[src/rtl/rlff_pkg.sv]
// ----------------------------------------------------------------------------
// rlff_pkg
// Shared constants, types and helpers of the row FIR filter with per-tap
// product tables.
// ----------------------------------------------------------------------------
`default_nettype none

package rlff_pkg;

  // Pixel and table geometry
  localparam int PIX_W       = 8;
  localparam int LEVELS      = 256;
  localparam int LEVEL_W     = $clog2(LEVELS);
  localparam int WORD_W      = 24;
  localparam int TAP_FIELD_W = 5;
  localparam int MAX_TAPS    = 19;

  // Window and counters
  localparam int WIN_W = $clog2(MAX_TAPS);
  localparam int CNT_W = $clog2(MAX_TAPS + 1);
  localparam int RAD_W = $clog2((MAX_TAPS - 1) / 2 + 1);

  // Configuration registers
  localparam int TAP_COUNT_W = 5;
  localparam int OFF_W       = 25;
  localparam int SHIFT_W     = 5;
  localparam int CFG_DATA_W  = 25;
  localparam int CFG_IDX_W   = 2;

  localparam logic [CFG_IDX_W-1:0] CFG_TAP_COUNT    = 2'd0;
  localparam logic [CFG_IDX_W-1:0] CFG_ROUND_OFFSET = 2'd1;
  localparam logic [CFG_IDX_W-1:0] CFG_SHIFT_AMOUNT = 2'd2;

  localparam logic [TAP_COUNT_W-1:0] TAP_COUNT_RESET = 5'd7;

  // Item kinds carried on s_tuser
  localparam logic REQ_PIXEL = 1'b0;
  localparam logic REQ_LOAD  = 1'b1;

  // Stream widths
  localparam int S_FIELDS_W = PIX_W + TAP_FIELD_W + LEVEL_W + WORD_W;
  localparam int S_TDATA_W  = ((S_FIELDS_W + 7) / 8) * 8;
  localparam int M_TDATA_W  = 8;

  // Positions of the input fields inside s_tdata
  localparam int TAP_LSB   = PIX_W;
  localparam int LEVEL_LSB = TAP_LSB + TAP_FIELD_W;
  localparam int WORD_LSB  = LEVEL_LSB + LEVEL_W;

  // Adder tree: one term per tap plus the doubled offset
  localparam int SUM_W    = WORD_W + $clog2(MAX_TAPS + 4);
  localparam int N_TERMS  = MAX_TAPS + 1;
  localparam int GRP      = 4;
  localparam int N_GROUPS = (N_TERMS + GRP - 1) / GRP;

  // Output queue
  localparam int FIFO_DEPTH = 8;
  localparam int FIFO_PTR_W = $clog2(FIFO_DEPTH);
  localparam int FIFO_CNT_W = $clog2(FIFO_DEPTH + 1);

  typedef logic [PIX_W-1:0]           pixel_t;
  typedef pixel_t [MAX_TAPS-1:0]      window_t;
  typedef logic [LEVEL_W-1:0]         level_t;
  typedef logic [WORD_W-1:0]          word_t;
  typedef logic [TAP_FIELD_W-1:0]     tap_idx_t;
  typedef logic [CNT_W-1:0]           cnt_t;
  typedef logic [RAD_W-1:0]           rad_t;
  typedef logic signed [SUM_W-1:0]    sum_t;

  typedef struct packed {
    logic [TAP_COUNT_W-1:0] tap_count;
    logic signed [OFF_W-1:0] round_offset;
    logic [SHIFT_W-1:0]     shift_amount;
  } cfg_t;

  typedef struct packed {
    logic     we;
    tap_idx_t tap;
    level_t   level;
    word_t    word;
  } tbl_wr_t;

  typedef struct packed {
    logic valid;
    logic row_last;
    logic run_last;
  } step_t;

  typedef struct packed {
    pixel_t pixel;
    logic   row_last;
    logic   run_last;
  } res_t;

  // Kernel length actually used: limited to MAX_TAPS, even values lowered
  // by one, zero treated as one.
  function automatic cnt_t eff_taps(input logic [TAP_COUNT_W-1:0] tc);
    cnt_t n;
    if (tc > MAX_TAPS) begin
      n = CNT_W'(MAX_TAPS);
    end else begin
      n = CNT_W'(tc);
    end
    if (!n[0]) begin
      n = (n == '0) ? CNT_W'(1) : n - CNT_W'(1);
    end
    return n;
  endfunction

endpackage

`default_nettype wire

[src/rtl/rlff_out_fifo.sv]
// ----------------------------------------------------------------------------
// rlff_out_fifo
// Small result queue between the filter pipeline and the output stream.
// ----------------------------------------------------------------------------
`default_nettype none

module rlff_out_fifo
  import rlff_pkg::*;
(
  input  wire logic                 clk,
  input  wire logic                 rst,
  input  wire logic                 push,
  input  wire res_t                 push_data,
  output logic                      m_tvalid,
  input  wire logic                 m_tready,
  output logic [M_TDATA_W-1:0]      m_tdata,
  output logic                      m_tlast,
  output logic                      m_tuser
);

  res_t                  mem [FIFO_DEPTH];
  logic [FIFO_PTR_W-1:0] wr_ptr;
  logic [FIFO_PTR_W-1:0] rd_ptr;
  logic [FIFO_CNT_W-1:0] count;
  logic                  pop;
  res_t                  head;

  assign head     = mem[rd_ptr];
  assign m_tvalid = (count != '0);
  assign pop      = m_tvalid && m_tready;
  assign m_tdata  = M_TDATA_W'(head.pixel);
  assign m_tlast  = head.row_last;
  assign m_tuser  = head.run_last;

  always_ff @(posedge clk) begin
    if (rst) begin
      wr_ptr <= '0;
      rd_ptr <= '0;
      count  <= '0;
    end else begin
      if (push) begin
        wr_ptr <= wr_ptr + FIFO_PTR_W'(1);
      end
      if (pop) begin
        rd_ptr <= rd_ptr + FIFO_PTR_W'(1);
      end
      count <= count + FIFO_CNT_W'(push) - FIFO_CNT_W'(pop);
    end
    if (push) begin
      mem[wr_ptr] <= push_data;
    end
  end

  a_no_overflow: assert property (@(posedge clk) disable iff (rst)
    (push && !pop) |-> (count < FIFO_CNT_W'(FIFO_DEPTH)))
    else $error("result queue overflow");

endmodule

`default_nettype wire

[config.mk]
export PLATFORM = sky130hd
export DESIGN_NAME = rlff_out_fifo
export DESIGN_NICKNAME = d
export VERILOG_FILES = /design/src/rtl/rlff_pkg.sv /design/src/rtl/rlff_out_fifo.sv
export SDC_FILE = /design/constraint.sdc
export NUM_CORES = 1
export LEC_CHECK = 0
export ABC_CLOCK_PERIOD_IN_PS = 2260
export BUFFER_PORTS_ARGS = -buffer_cell sky130_fd_sc_hd__buf_2
export CORE_ASPECT_RATIO = 1.1
export CORE_MARGIN = 1.5
export CORE_UTILIZATION = 59
export DETAILED_ROUTE_END_ITERATION = 6
export MAX_ROUTING_LAYER = met4
export PLACE_DENSITY = 0.78
export SLEW_MARGIN = 20
export SYNTH_ARGS = -nofsm -noshare
export SYNTH_HDL_FRONTEND = slang
export SYNTH_SLANG_ARGS = --single-unit
[constraint.sdc]
create_clock -name clk -period 2.26 [get_ports clk]
set_input_delay 0.452 -clock clk [delete_from_list [all_inputs] [get_ports clk]]
set_output_delay 0.452 -clock clk [all_outputs]
set_load 0.005 [all_outputs]
Word-level counts from Yosys, hierarchy flattened
Memory sizes are Yosys's and may differ from the RTL's. A register that Yosys moved wholly into a read port is not among the register bits.
Index checks and enable logic that the tools add are counted.
{"block": "totals", "reg_bits": 10, "latchBits": 0, "mem_bits_rw": 80, "mem_bits_ro": 0, "inputBits": 14, "output_inout_bits": 11, "n_memories": 1}
{"memory": "mem", "words": 8, "width": 10, "read_ports": 1, "rd_clocked_by_memory_dff": 1, "wr": 1, "line_no": "rlff_out_fifo.sv:21", "source": "res_t mem [FIFO_DEPTH];"}
{"block": "op_classes", "addsub": 4, "mul": 0, "n_div": 0, "n_lt_le_gt_ge": 0, "n_eq_ne": 0, "n_shift": 0, "n_mux": 4, "n_bitwise": 0, "n_reduce_logical": 2}
{"operator": "adder 3 x 1 -> 3 bit, second input constant", "count": 2}
{"operator": "two-way mux 3 bit", "count": 2}
{"operator": "adder 4 x 1 -> 4 bit", "count": 1}
{"operator": "nonzero test 4 bit", "count": 1}
{"operator": "subtractor 4 x 1 -> 4 bit", "count": 1}
{"operator": "two-way mux 1 bit", "count": 2}
{"operator": "logical AND 1 bit", "count": 1}

Depth between registers and ports, before layout
{"block": "depth", "ltp_word": 4, "mapped_depth": 11, "depth_no_buf": 11}

Worst setup path before layout
OpenSTA, ideal clock, no wires.
{"block": "synth_path", "path_kind": "register to register", "startpoint": "register count[2]", "endpoint": "register count[1]", "setup_ns": 0.066, "arrival_time_ns": 1.827, "required_time_ns": 2.194, "setup_slack_ns": 0.366, "stages_incl_launch_ff": 11, "path_buffers": 0, "period_less_slack_ns": 1.894, "path_cell_list": "dfxtp_1 -> inv_1 -> ha_1 -> nor3b_1 -> inv_1 -> nand3_1 -> o21ai_0 -> ha_1 -> inv_1 -> fa_1 -> nor2_1"}
{"block": "synth_between", "elab_chain_len": 3}
{"element": "from (decl)", "line_no": "rlff_out_fifo.sv:24", "source": "logic [FIFO_CNT_W-1:0] count;"}
{"element": "from (signal assigned)", "line_no": "rlff_out_fifo.sv:47", "source": "count <= count + FIFO_CNT_W'(push) - FIFO_CNT_W'(pop);"}
{"element": "nonzero test 4 bit", "line_no": "rlff_out_fifo.sv:29", "source": "assign m_tvalid = (count != '0);"}
{"element": "named net m_tvalid", "line_no": "rlff_out_fifo.sv:14", "source": "output logic m_tvalid,"}
{"element": "logical AND 1 bit", "line_no": "rlff_out_fifo.sv:30", "source": "assign pop = m_tvalid && m_tready;"}
{"element": "subtractor 4 x 1 -> 4 bit", "line_no": "rlff_out_fifo.sv:47"}
The timed path passes the listed nets, and every way through them passes these cells.
A chain may end at the register's enable or synchronous reset.

==> flow_summary.toml <==
[yosys]
synth.net_count = 212
synth_top_family_by_area = "multiplexers"
ys_warn_count = 0
syn_avg_cell_area_um2 = 19.5
synth-compound-area-share_pct = 1.45
synth_xor_area_share_pct = 0.706
netlist_instances = 191
netlist_area_um2 = 3720
synthMuxAreaShare_pct = 18.0
seq_area_frac_synth_pct = 71.6
ys_seq_elements = 93
synth-simple-area-share_pct = 3.87
synthAdderAreaFrac_pct = 2.56
synth.distinct_cells = 24

[placement]
place_area_um2 = 4060
dpl.hpwl_mm = 4.14
place_ws_ns = 0.228
port_buffers = 24
routabilityCongestion = 0.741

[critical_path]
crit_path_end_kind = "primary output"
cp.arrival_ns = 1.87
startpoint_type = "register"
worstPathMaxFanout = 5
rrSetupSlack_ns = 0.28
path_class = "register to primary output"
r2r_start = "count[2]"
worstPathRequired_ns = 1.81

[cts]
clockBufferDepth = 2
cts_hold_buf = 0
clk_pin_slew_worst_paths_ns = 0.09
tritoncts = "done"
clock_sinks = 93
cts_buffers = 9
cts-root-buf = "clkbuf_8"
h-tree-depth = 3
clock_latency_ns = 0.35
cts_setup_buffers = 0

[timing]
timing.final.max_slew_violations = 0
period_needed_ns = 2.32
setup_violations = 10
post-route-period-util_pct = 103
fin_hold_ws_ns = 0.365
finalHoldViolCount = 0
timing.fmax_mhz = 431
rsz0062_at_grt = "yes"
slew_headroom_pct = 81.0
clock_skew_ns = 0.00981
setup_ws_ns = -0.0618
fin_tns_setup_ns = -0.369
tightest_slew_ns = 0.282

[route]
vias = 1853
viasPerCell = 5.67
routed_wl_mm = 6.57
drtIter0Drc = 231
dr.pass1.iters = 4
wl_per_cell_um = 20.1
drc = 0
ant_nets = 0

[final_layout]
drive_gt1_share_pct = 38.9
multiInputGateArea_um2 = 950
most-common-layout-cells = "80 x edfxtp_1, 20 x mux4_2, 18 x buf_4"
final_cell_area_um2 = 4340
ff_latch_area_um2 = 2670
final_common_cell = "edfxtp_1"
fillers = 399
diodes = 0
areaGrowthSynthToFinish_pct = 16.7
fin_nets = 263

[floorplan]
rows = 30
die_h_um = 86.3
boundaryPins = 25
start_util_pct = 60.8
die_x_um = 78.7
dieArea_um2 = 6790
core_um2 = 6120

[worst_hold_path]
holdCritStartpoint = "push_data[9]"
worstHoldPathType = "input port to register"

[flow_run]
maxCapViolCount = 0

[run_status]
violations = "negative setup slack"
status = "finished, violations left"

[global_routing]
grt_usage_pct = 21.0
grt_max_degree = 17
grt_pass1_wl_mm = 9.74
antenna_found_initial = 0
first_global_vias = 1798
overflow = 0

[power]
power_leakage_uw = 0.00152
power_uw = 3920
vdd_drop_max_uv = 527
power.density_nw_per_um2 = 903
registers in the layout (all words and copies together) (netlist names), named ones only:
signal  count
mem        80
rd_ptr      3
count       4
wr_ptr      3
logic make-up after synthesis:
| family | Yosys count |
|---|---|
| adders and majority gates | 7 |
| and+or+nand+nor | 31 |
| buffers and inverters | 14 |
| DFF | 93 |
| xor gates and xnor gates | 3 |
| AOI/OAI and AO/OA | 10 |
| muxes | 33 |
metal layers:
layer / up-vias / wire (um) / global-route usage, %
met5: - / 0 / -
met4: 0 / 61 / 6.82
met3: 8 / 367 / 5.16
met2: 54 / 3240 / 32.2
met1: 942 / 2900 / 28.2
li1: 849 / - / -
path summary, 6_finish.rpt:
path                              endpoint  depth (start not counted)
worst min register to register    register                          2
worst max register to register    count[2]                         11
worst max-delay path            m_tdata[5]                          4
worst min-delay path             mem[2][9]                          1
through the flow:
step	util, %	std cells
final	71.0	327
after floorplan	-	191
after global routing	71.0	327
after detailed placement	66.3	308
after global placement	66.3	308
after CTS	69.7	325
Yosys cell counts:
cell type,instances,area share (%)
mux4_1,20,14
nor2b_1,2,0.34
clkbuf_1,3,0.30
xor2_1,2,0.47
o21ai_0,3,0.40
nand2b_1,4,0.67
nor3b_1,1,0.20
buf_1,1,0.10
nor2_1,13,1.3
nand2_1,5,0.50
or3_1,1,0.17
xnor2_1,1,0.24
nor3_1,2,0.27
mux2i_1,1,0.27
a31o_2,1,0.24
a21oi_1,6,0.81
nand3_1,3,0.40
fa_1,1,0.54
ha_1,6,2.0
inv_1,8,0.81
edfxtp_1,80,65
buf_6,2,0.61
mux2_2,12,3.6
dfxtp_1,13,7.0
area by class of cell:
class                      instances  share of cell area, %
tap                               80                   2.31
timing repair buffer              46                   9.28
multi-input combinational         84                   21.9
sequential                        93                   61.4
inverter                           8                  0.692
clock inverter                     6                   1.47
clock buffer                      10                   2.94
critical path, stage by stage, from the launching register on:
cell       delay (ns)
dfxtp_4          0.44
clkbuf_16        0.18
mux4_2           0.50
mux2_4           0.29
buf_6            0.12
repair_timing:
item                       in CTS  in global routing
setup endpoints to repair      10                 11
pin swaps                       0                  0
gates resized for setup        10                 31
gates cloned                    1                  2
power breakdown:
| group | switching [uW] | internal (uW) | leakage (uW) | total (uW) |
|---|---|---|---|---|
| logic | 343 | 500 | 0.000591 | 844 |
| registers | 55.0 | 1950 | 0.000835 | 2010 |
| clock network | 558 | 512 | 0.0000943 | 1070 |
(Power assumes the default switching activity.)
