File: config.mk
export PLATFORM = sky130hd
export DESIGN_NAME = rlff_window_ctrl
export DESIGN_NICKNAME = d
export VERILOG_FILES = /design/src/rtl/rlff_pkg.sv /design/src/rtl/rlff_window_ctrl.sv
export SDC_FILE = /design/constraint.sdc
export NUM_CORES = 1
export LEC_CHECK = 0
export BUFFER_PORTS_ARGS = -buffer_cell sky130_fd_sc_hd__buf_2
export CORE_ASPECT_RATIO = 1.2
export CORE_UTILIZATION = 30
export DETAILED_ROUTE_END_ITERATION = 8
export GPL_ROUTABILITY_DRIVEN = 0
export GPL_TIMING_DRIVEN = 0
export SLEW_MARGIN = 20
export SYNTH_ARGS = -nofsm -noshare
export SYNTH_HDL_FRONTEND = slang
export SYNTH_SLANG_ARGS = --single-unit
File: constraint.sdc
create_clock -name clk -period 11 [get_ports clk]
set_clock_uncertainty 0.05 [all_clocks]
set_input_delay 3.3 -clock clk [delete_from_list [all_inputs] [get_ports clk]]
set_output_delay 3.3 -clock clk [all_outputs]
set_load 0.01 [all_outputs]
File: src/rtl/rlff_pkg.sv
// ----------------------------------------------------------------------------
// rlff_pkg
// Shared constants, types and helpers of the row FIR filter with per-tap
// product tables.
// ----------------------------------------------------------------------------
`default_nettype none

package rlff_pkg;

  // Pixel and table geometry
  localparam int PIX_W       = 8;
  localparam int LEVELS      = 256;
  localparam int LEVEL_W     = $clog2(LEVELS);
  localparam int WORD_W      = 24;
  localparam int TAP_FIELD_W = 5;
  localparam int MAX_TAPS    = 19;

  // Window and counters
  localparam int WIN_W = $clog2(MAX_TAPS);
  localparam int CNT_W = $clog2(MAX_TAPS + 1);
  localparam int RAD_W = $clog2((MAX_TAPS - 1) / 2 + 1);

  // Configuration registers
  localparam int TAP_COUNT_W = 5;
  localparam int OFF_W       = 25;
  localparam int SHIFT_W     = 5;
  localparam int CFG_DATA_W  = 25;
  localparam int CFG_IDX_W   = 2;

  localparam logic [CFG_IDX_W-1:0] CFG_TAP_COUNT    = 2'd0;
  localparam logic [CFG_IDX_W-1:0] CFG_ROUND_OFFSET = 2'd1;
  localparam logic [CFG_IDX_W-1:0] CFG_SHIFT_AMOUNT = 2'd2;

  localparam logic [TAP_COUNT_W-1:0] TAP_COUNT_RESET = 5'd7;

  // Item kinds carried on s_tuser
  localparam logic REQ_PIXEL = 1'b0;
  localparam logic REQ_LOAD  = 1'b1;

  // Stream widths
  localparam int S_FIELDS_W = PIX_W + TAP_FIELD_W + LEVEL_W + WORD_W;
  localparam int S_TDATA_W  = ((S_FIELDS_W + 7) / 8) * 8;
  localparam int M_TDATA_W  = 8;

  // Positions of the input fields inside s_tdata
  localparam int TAP_LSB   = PIX_W;
  localparam int LEVEL_LSB = TAP_LSB + TAP_FIELD_W;
  localparam int WORD_LSB  = LEVEL_LSB + LEVEL_W;

  // Adder tree: one term per tap plus the doubled offset
  localparam int SUM_W    = WORD_W + $clog2(MAX_TAPS + 4);
  localparam int N_TERMS  = MAX_TAPS + 1;
  localparam int GRP      = 4;
  localparam int N_GROUPS = (N_TERMS + GRP - 1) / GRP;

  // Output queue
  localparam int FIFO_DEPTH = 8;
  localparam int FIFO_PTR_W = $clog2(FIFO_DEPTH);
  localparam int FIFO_CNT_W = $clog2(FIFO_DEPTH + 1);

  typedef logic [PIX_W-1:0]           pixel_t;
  typedef pixel_t [MAX_TAPS-1:0]      window_t;
  typedef logic [LEVEL_W-1:0]         level_t;
  typedef logic [WORD_W-1:0]          word_t;
  typedef logic [TAP_FIELD_W-1:0]     tap_idx_t;
  typedef logic [CNT_W-1:0]           cnt_t;
  typedef logic [RAD_W-1:0]           rad_t;
  typedef logic signed [SUM_W-1:0]    sum_t;

  typedef struct packed {
    logic [TAP_COUNT_W-1:0] tap_count;
    logic signed [OFF_W-1:0] round_offset;
    logic [SHIFT_W-1:0]     shift_amount;
  } cfg_t;

  typedef struct packed {
    logic     we;
    tap_idx_t tap;
    level_t   level;
    word_t    word;
  } tbl_wr_t;

  typedef struct packed {
    logic valid;
    logic row_last;
    logic run_last;
  } step_t;

  typedef struct packed {
    pixel_t pixel;
    logic   row_last;
    logic   run_last;
  } res_t;

  // Kernel length actually used: limited to MAX_TAPS, even values lowered
  // by one, zero treated as one.
  function automatic cnt_t eff_taps(input logic [TAP_COUNT_W-1:0] tc);
    cnt_t n;
    if (tc > MAX_TAPS) begin
      n = CNT_W'(MAX_TAPS);
    end else begin
      n = CNT_W'(tc);
    end
    if (!n[0]) begin
      n = (n == '0) ? CNT_W'(1) : n - CNT_W'(1);
    end
    return n;
  endfunction

endpackage

`default_nettype wire

File: src/rtl/rlff_window_ctrl.sv
// ----------------------------------------------------------------------------
// rlff_window_ctrl
// Input side: takes pixel and table load transactions, keeps the pixel
// window and row fill count, and replays the last pixel at a row end.
// ----------------------------------------------------------------------------
`default_nettype none

module rlff_window_ctrl
  import rlff_pkg::*;
(
  input  wire logic                   clk,
  input  wire logic                   rst,
  input  wire logic                   s_tvalid,
  output logic                        s_tready,
  input  wire logic [S_TDATA_W-1:0]   s_tdata,
  input  wire logic                   s_tlast,
  input  wire logic                   s_tuser,
  input  wire logic [TAP_COUNT_W-1:0] tap_count,
  input  wire logic                   credit_ok,
  output window_t                     window,
  output step_t                       step_out,
  output logic                        produce,
  output tbl_wr_t                     tbl_wr
);

  cnt_t    fill_count;
  rad_t    flush_left;
  pixel_t  flush_pix;

  cnt_t    n;
  rad_t    r;
  pixel_t  pix_in;
  pixel_t  step_pix;
  logic    flushing;
  logic    in_acc;
  logic    pix_step;
  logic    flush_step;
  logic    step;
  logic    row_start;
  logic    last_step;
  logic    row_done;
  cnt_t    cnt_after;
  window_t window_next;

  always_comb begin
    n          = eff_taps(tap_count);
    r          = RAD_W'((n - CNT_W'(1)) >> 1);
    pix_in     = s_tdata[PIX_W-1:0];
    flushing   = (flush_left != '0);
    s_tready   = !flushing && credit_ok;
    in_acc     = s_tvalid && s_tready;
    pix_step   = in_acc && (s_tuser == REQ_PIXEL);
    flush_step = flushing && credit_ok;
    step       = pix_step || flush_step;
    step_pix   = flushing ? flush_pix : pix_in;
    row_start  = pix_step && (fill_count == '0);

    // The first pixel of a row fills the whole window.
    if (row_start) begin
      for (int i = 0; i < MAX_TAPS; i++) begin
        window_next[i] = step_pix;
      end
      cnt_after = CNT_W'(r) + CNT_W'(1);
    end else begin
      for (int i = 0; i < MAX_TAPS - 1; i++) begin
        window_next[i] = window[i + 1];
      end
      window_next[MAX_TAPS-1] = step_pix;
      cnt_after = (fill_count >= CNT_W'(MAX_TAPS)) ? fill_count : fill_count + CNT_W'(1);
    end

    if (flush_step) begin
      last_step = (flush_left == RAD_W'(1));
      row_done  = last_step;
    end else begin
      last_step = !s_tlast || (r == '0);
      row_done  = s_tlast && (r == '0);
    end

    produce = step && (cnt_after >= n);

    tbl_wr.we    = in_acc && (s_tuser == REQ_LOAD) &&
                   (s_tdata[LEVEL_LSB-1:TAP_LSB] < MAX_TAPS);
    tbl_wr.tap   = s_tdata[LEVEL_LSB-1:TAP_LSB];
    tbl_wr.level = s_tdata[WORD_LSB-1:LEVEL_LSB];
    tbl_wr.word  = s_tdata[WORD_LSB+WORD_W-1:WORD_LSB];
  end

  always_ff @(posedge clk) begin
    if (rst) begin
      window         <= '0;
      fill_count     <= '0;
      flush_left     <= '0;
      step_out.valid <= 1'b0;
    end else begin
      step_out.valid <= produce;
      if (step) begin
        window     <= window_next;
        fill_count <= row_done ? '0 : cnt_after;
      end
      if (pix_step && s_tlast) begin
        flush_left <= r;
      end else if (flush_step) begin
        flush_left <= flush_left - RAD_W'(1);
      end
    end
    if (pix_step) begin
      flush_pix <= pix_in;
    end
    step_out.row_last <= row_done;
    step_out.run_last <= last_step;
  end

  a_flush_blocks_input: assert property (@(posedge clk) disable iff (rst)
    (flush_left != '0) |-> !s_tready)
    else $error("input taken while a row end is still being replayed");

  a_fill_bounded: assert property (@(posedge clk) disable iff (rst)
    fill_count <= CNT_W'(MAX_TAPS))
    else $error("row fill count beyond window depth");

  a_flush_loaded: assert property (@(posedge clk) disable iff (rst)
    (pix_step && s_tlast && (r != '0)) |=> (flush_left == $past(r)))
    else $error("row end did not start the replay of its last pixel");

endmodule

`default_nettype wire

[Word level (Yosys, flattened, before mapping)]
Cells that the tools add are included.
Operators by class
  $add $sub $neg: 5
  order comparisons: 4
  equality and inequality tests: 1
  muxes and demuxes: 12
  bitwise gates (word level): 1
  reductions and logical operators: 19
Operators by type and width (number)
  $mux W144: 1
  $mux W5: 6
  $logic_and A1 B1 Y1: 10
  $logic_not A5 Y1: 2
  $sub A5 B1 Y5 const B: 2
  $mux W4: 2
  $mux W8: 1
  $add A4 B1 Y5 const B: 1
  $add A5 B1 Y5 const B: 1
  $ge A5 B5 Y1: 1
  $ge A5 B5 Y1 const B: 1
  $gt A5 B5 Y1 const B: 1
  $lt A5 B5 Y1 const B: 1
  $eq A4 B1 Y1 const B: 1
  $logic_not A4 Y1: 1
  $reduce_bool A4 Y1: 1
  $sub A4 B1 Y4 const B: 1
  $logic_not A1 Y1: 2
  $logic_or A1 B1 Y1: 2
  $mux W1: 2
  $reduce_bool A2 Y1: 1
  $not A1 Y1: 1
Storage, ports and cells
  bits in registers: 172
  output and inout bits: 195
  logic and storage cells: 67

[Depth between registers and ports, before layout]
  depth after elaboration: 10
  depth in mapped cells: 16
  depth with buffers taken out: 16

[Worst setup path after synthesis]
Ideal clock, no wire load.
  kind: input-to-output
  start: in tap_count[3]
  end: out produce
  arrival time: 6244 ps
  path slack: 1406 ps
  cell stages on the path: 15
  buffers on the path: 0
  path through: or2_2 > a21oi_1 > ha_1 > nor4bb_1 > a21oi_1 > o22ai_1 > xnor2_1 > ha_1 > a2bb2oi_2 > ha_1 > a21o_1 > a21o_1 > a21o_1 > a21oi_1 > nor2_1
On the way
  cells in the longest elaborated chain, start to end: 10
  elaborated cells on any way between the ends: 11
Ends and longest elaborated chain
  from (decl): line rlff_window_ctrl.sv:18  | input wire logic [TAP_COUNT_W-1:0] tap_count,
  $gt A5 B5 Y1: line rlff_pkg.sv:99  | if (tc > MAX_TAPS) begin
  $mux W5 (*): line rlff_pkg.sv:99
  $sub A5 B1 Y5 / $logic_not A5 Y1 (equally long branches): line rlff_pkg.sv:105  | n = (n == '0) ? CNT_W'(1) : n - CNT_W'(1);
  $mux W5: line rlff_pkg.sv:105
  $mux W5 (*): line rlff_pkg.sv:104  | if (!n[0]) begin
  $sub A5 B1 Y5: line rlff_window_ctrl.sv:47  | r = RAD_W'((n - CNT_W'(1)) >> 1);
  $add A4 B1 Y5: line rlff_window_ctrl.sv:63  | cnt_after = CNT_W'(r) + CNT_W'(1);
  $mux W5: line rlff_window_ctrl.sv:59  | if (row_start) begin
  $ge A5 B5 Y1 (*): line rlff_window_ctrl.sv:80  | produce = step && (cnt_after >= n);
  $logic_and A1 B1 Y1 (*): line rlff_window_ctrl.sv:80
  to (decl): line rlff_window_ctrl.sv:22  | output logic produce,
Every way passes the cells marked *; elsewhere a longest branch is shown, timed or not.

[Final worst setup path]
Ends and elaborated chain as after synthesis.

==> impl_metrics.tcl <==
set metrics [dict create \
    outcome "finished, final reports clean" \
    layout-drive-gt1-share_pct 31.07 \
    drt_iter0_drc 337 \
    grt_pass1_wl_um 38760 \
    vias 7541 \
    core_um2 25540 \
    slew_headroom_pct 57.13 \
    hold_viol 0 \
    cts_inserted_buffers 17 \
    tns_ps 0 \
    rsz0062_at_grt "false" \
    synth_ff_type "dfxtp_1" \
    io_buffers 214 \
    cellPowerDensity_nw_per_um2 219.7 \
    cts-resized-gates 0 \
    hold-worst-slack_ps 407.2 \
    ys_ff_latch 172 \
    switching_share_pct 37.85 \
    hold_class "reg2reg" \
    cts.sinks 172 \
    worst-r2r-cell-count 15 \
    netlist_area_um2 7830 \
    antenna_cells 0 \
    setup_viol 0 \
    cap_violations 0 \
    dp_hpwl_um 18420 \
    rrSetupSlack_ps 7870 \
    p_leak_nw 4.086 \
    cts_setup_buffers 0 \
    worstReg2RegStart "flush_left[0]" \
    drt_wl_total_um 25250 \
    p_int_mw 1.358 \
    period_minus_slack_ps 10230 \
    die_h_um 179.0 \
    wl_per_cell_um 17.22 \
    min_period_over_period_pct 93.04 \
    clk_pin_slew_worst_paths_ps 60 \
    die-width_um 149.5 \
    crit_start "tap_count[3]" \
    ios 254 \
    fill_cells 2629 \
    grt.total_usage_pct 18.76 \
    syn_area_per_cell_um2 8.788 \
    synth.distinct_cells 62 \
    utilization_pct 38.96 \
    instances_no_fill 1466 \
    setup_ws_ps 766.1 \
    ir_drop_uv 100.6 \
    worstMarginPinSlew_ps 637.7 \
    seqPwrFrac_pct 35.9 \
    cp.required_ps 7650 \
    post-place-ws_ps 780.0 \
    fin_nets 1196 \
    synth-edff-count 8 \
    hold_buffers 0 \
    dpl_cell_area_um2 9314 \
    clkPwrFrac_pct 30.2 \
    area_growth_pct 27.10 \
    die-area_um2 26750 \
    p_sw_mw 0.8275 \
    first_pass_iters 4 \
    synthArstFlopShare_pct 0 \
    cts-root-buf "clkbuf_16" \
    yosysSeqAreaShare_pct 45.00 \
    rows 64 \
    viasPerCell 5.144 \
    comb_power_share_pct 33.9 \
    synth_nets 963 \
    htreeDepth 4 \
    grt_max_degree 17 \
    drv_slew 0 \
    endpoint "produce" \
    grt_pass1_vias 7105 \
    gr-total-overflow 0 \
    tritoncts "yes" \
    initial_core_util_pct 30.65 \
    cp.arrival_ps 6880 \
    drcViolationCount 0 \
    design_area_um2 9952 \
    yosysWarnings 0 \
    clk_path_buf_depth 2 \
    path_class "in2out" \
    max_freq_mhz 97.71 \
    startpoint_type "input port" \
    power_mw 2.186 \
    post-place-cells 1435 \
    ant_nets 0 \
    crit_fanout 5 \
    clock_latency_ps 430 \
    syn-instance-count 891 \
    grt_antenna_before_repair 0 \
    worstSetupEndpointType "output pin" \
    rr_endpoint "step_out[2]" \
]
-- registers in the layout (all words and copies together), names as in the netlist --
name / cells
window: 152
flush_left: 4
flush_pix: 8
fill_count: 5
step_out: 3
-- critical path, cell delays in order --
cell	delay, ps
buf_2	110
or2_2	330
a21oi_1	170
ha_1	300
nor4bb_1	400
a21oi_1	90
o22ai_1	270
xnor2_1	250
ha_1	300
a2bb2oi_2	180
ha_1	280
a21o_1	150
a21o_1	160
a21o_1	170
a21oi_1	210
nor2_1	60
buf_2	140
-- worst min path at each step --
stage	start	end	slack [ps]	cells past startpoint
2_1_floorplan	window[0]	window[0]	430	2
3_3_place_gp	window[1]	window[1]	390	2
3_5_place_dp	window[3]	window[3]	400	2
4_1_cts	window[3]	window[3]	410	2
5_1_grt	window[0]	window[0]	430	2
6_report	window[3]	window[3]	410	2
-- synthesized netlist by cell type, types with 8 or more instances --
master,count,area [um2]
a211oi_1,11,82.58
a21oi_1,158,790.8
buf_2,34,170.2
buf_4,46,345.3
clkbuf_1,30,112.6
dfxtp_1,164,3283
edfxtp_1,8,240.2
ha_1,13,162.7
inv_1,9,33.78
mux2i_1,10,100.1
nand2_1,151,566.8
nand2_4,8,90.09
nor2_1,21,78.83
o211ai_1,145,1089
-- power groups by stage --
stage | Combinational (mW) | Clock, mW | Sequential, mW
after floorplan | 0.472 | 0 | 0.811
after global placement | 0.734 | 0 | 0.795
after detailed placement | 0.742 | 0 | 0.797
after CTS | 0.744 | 0.670 | 0.784
after global routing | 0.818 | 0.695 | 0.795
final | 0.741 | 0.660 | 0.785
-- kinds of logic after synthesis --
family,count (synthesis),synth area share (%)
simple gates,211,12.38
xor+xnor,5,0.5594
mux,10,1.278
buf+inv,131,9.763
fa+ha+maj,13,2.077
other cells,2,0.09591
flops,172,45.00
compound gates,347,28.84
-- final cells by class --
class | count | area [um2] | share of cell area (%)
plain buffers | 122 | 730.7 | 7.342
clock buffers | 19 | 464.2 | 4.664
clock inverters | 12 | 173.9 | 1.748
inverters | 9 | 33.78 | 0.3395
multi-input cells | 588 | 3542 | 35.59
flip-flops and latches | 172 | 3523 | 35.40
well taps | 330 | 412.9 | 4.149
repair buffers | 214 | 1071 | 10.76
-- cells in the final DEF, fill, tap and decap left out, types with 2 or more instances in the layout --
cell	synthesis	routed
o211ai_1	145	145
a311o_1	2	2
nor2_1	21	21
clkinvlp_4	0	2
clkbuf_16	0	18
inv_8	0	3
nand3_1	2	2
a211oi_1	11	11
edfxtp_1	8	8
a21oi_1	158	158
buf_2	34	248
buf_4	46	46
ha_1	13	13
a21o_1	3	3
nor3_1	3	3
inv_6	0	4
mux2i_1	10	10
clkbuf_1	30	30
nand2_1	151	151
nor2b_1	4	4
and3_1	3	3
buf_6	5	5
o21a_1	4	4
a31oi_1	4	4
a22oi_1	3	3
nand2_4	8	8
conb_1	2	2
bufinv_16	0	3
o31ai_1	2	2
xor2_1	2	2
o21ai_2	2	2
dfxtp_1	164	164
inv_1	9	9
buf_1	5	5
xnor2_1	3	3
nand2b_1	3	3
-- per-layer routing --
metal  track usage, %  share of wire [%]  vias up
met3            4.122                6.7       40
li1                 -                  -     3655
met4            6.845                2.6        0
met5                0                  0        -
met2            31.13                 47      300
met1            23.66                 44     3546
(Power assumes the default switching activity.)
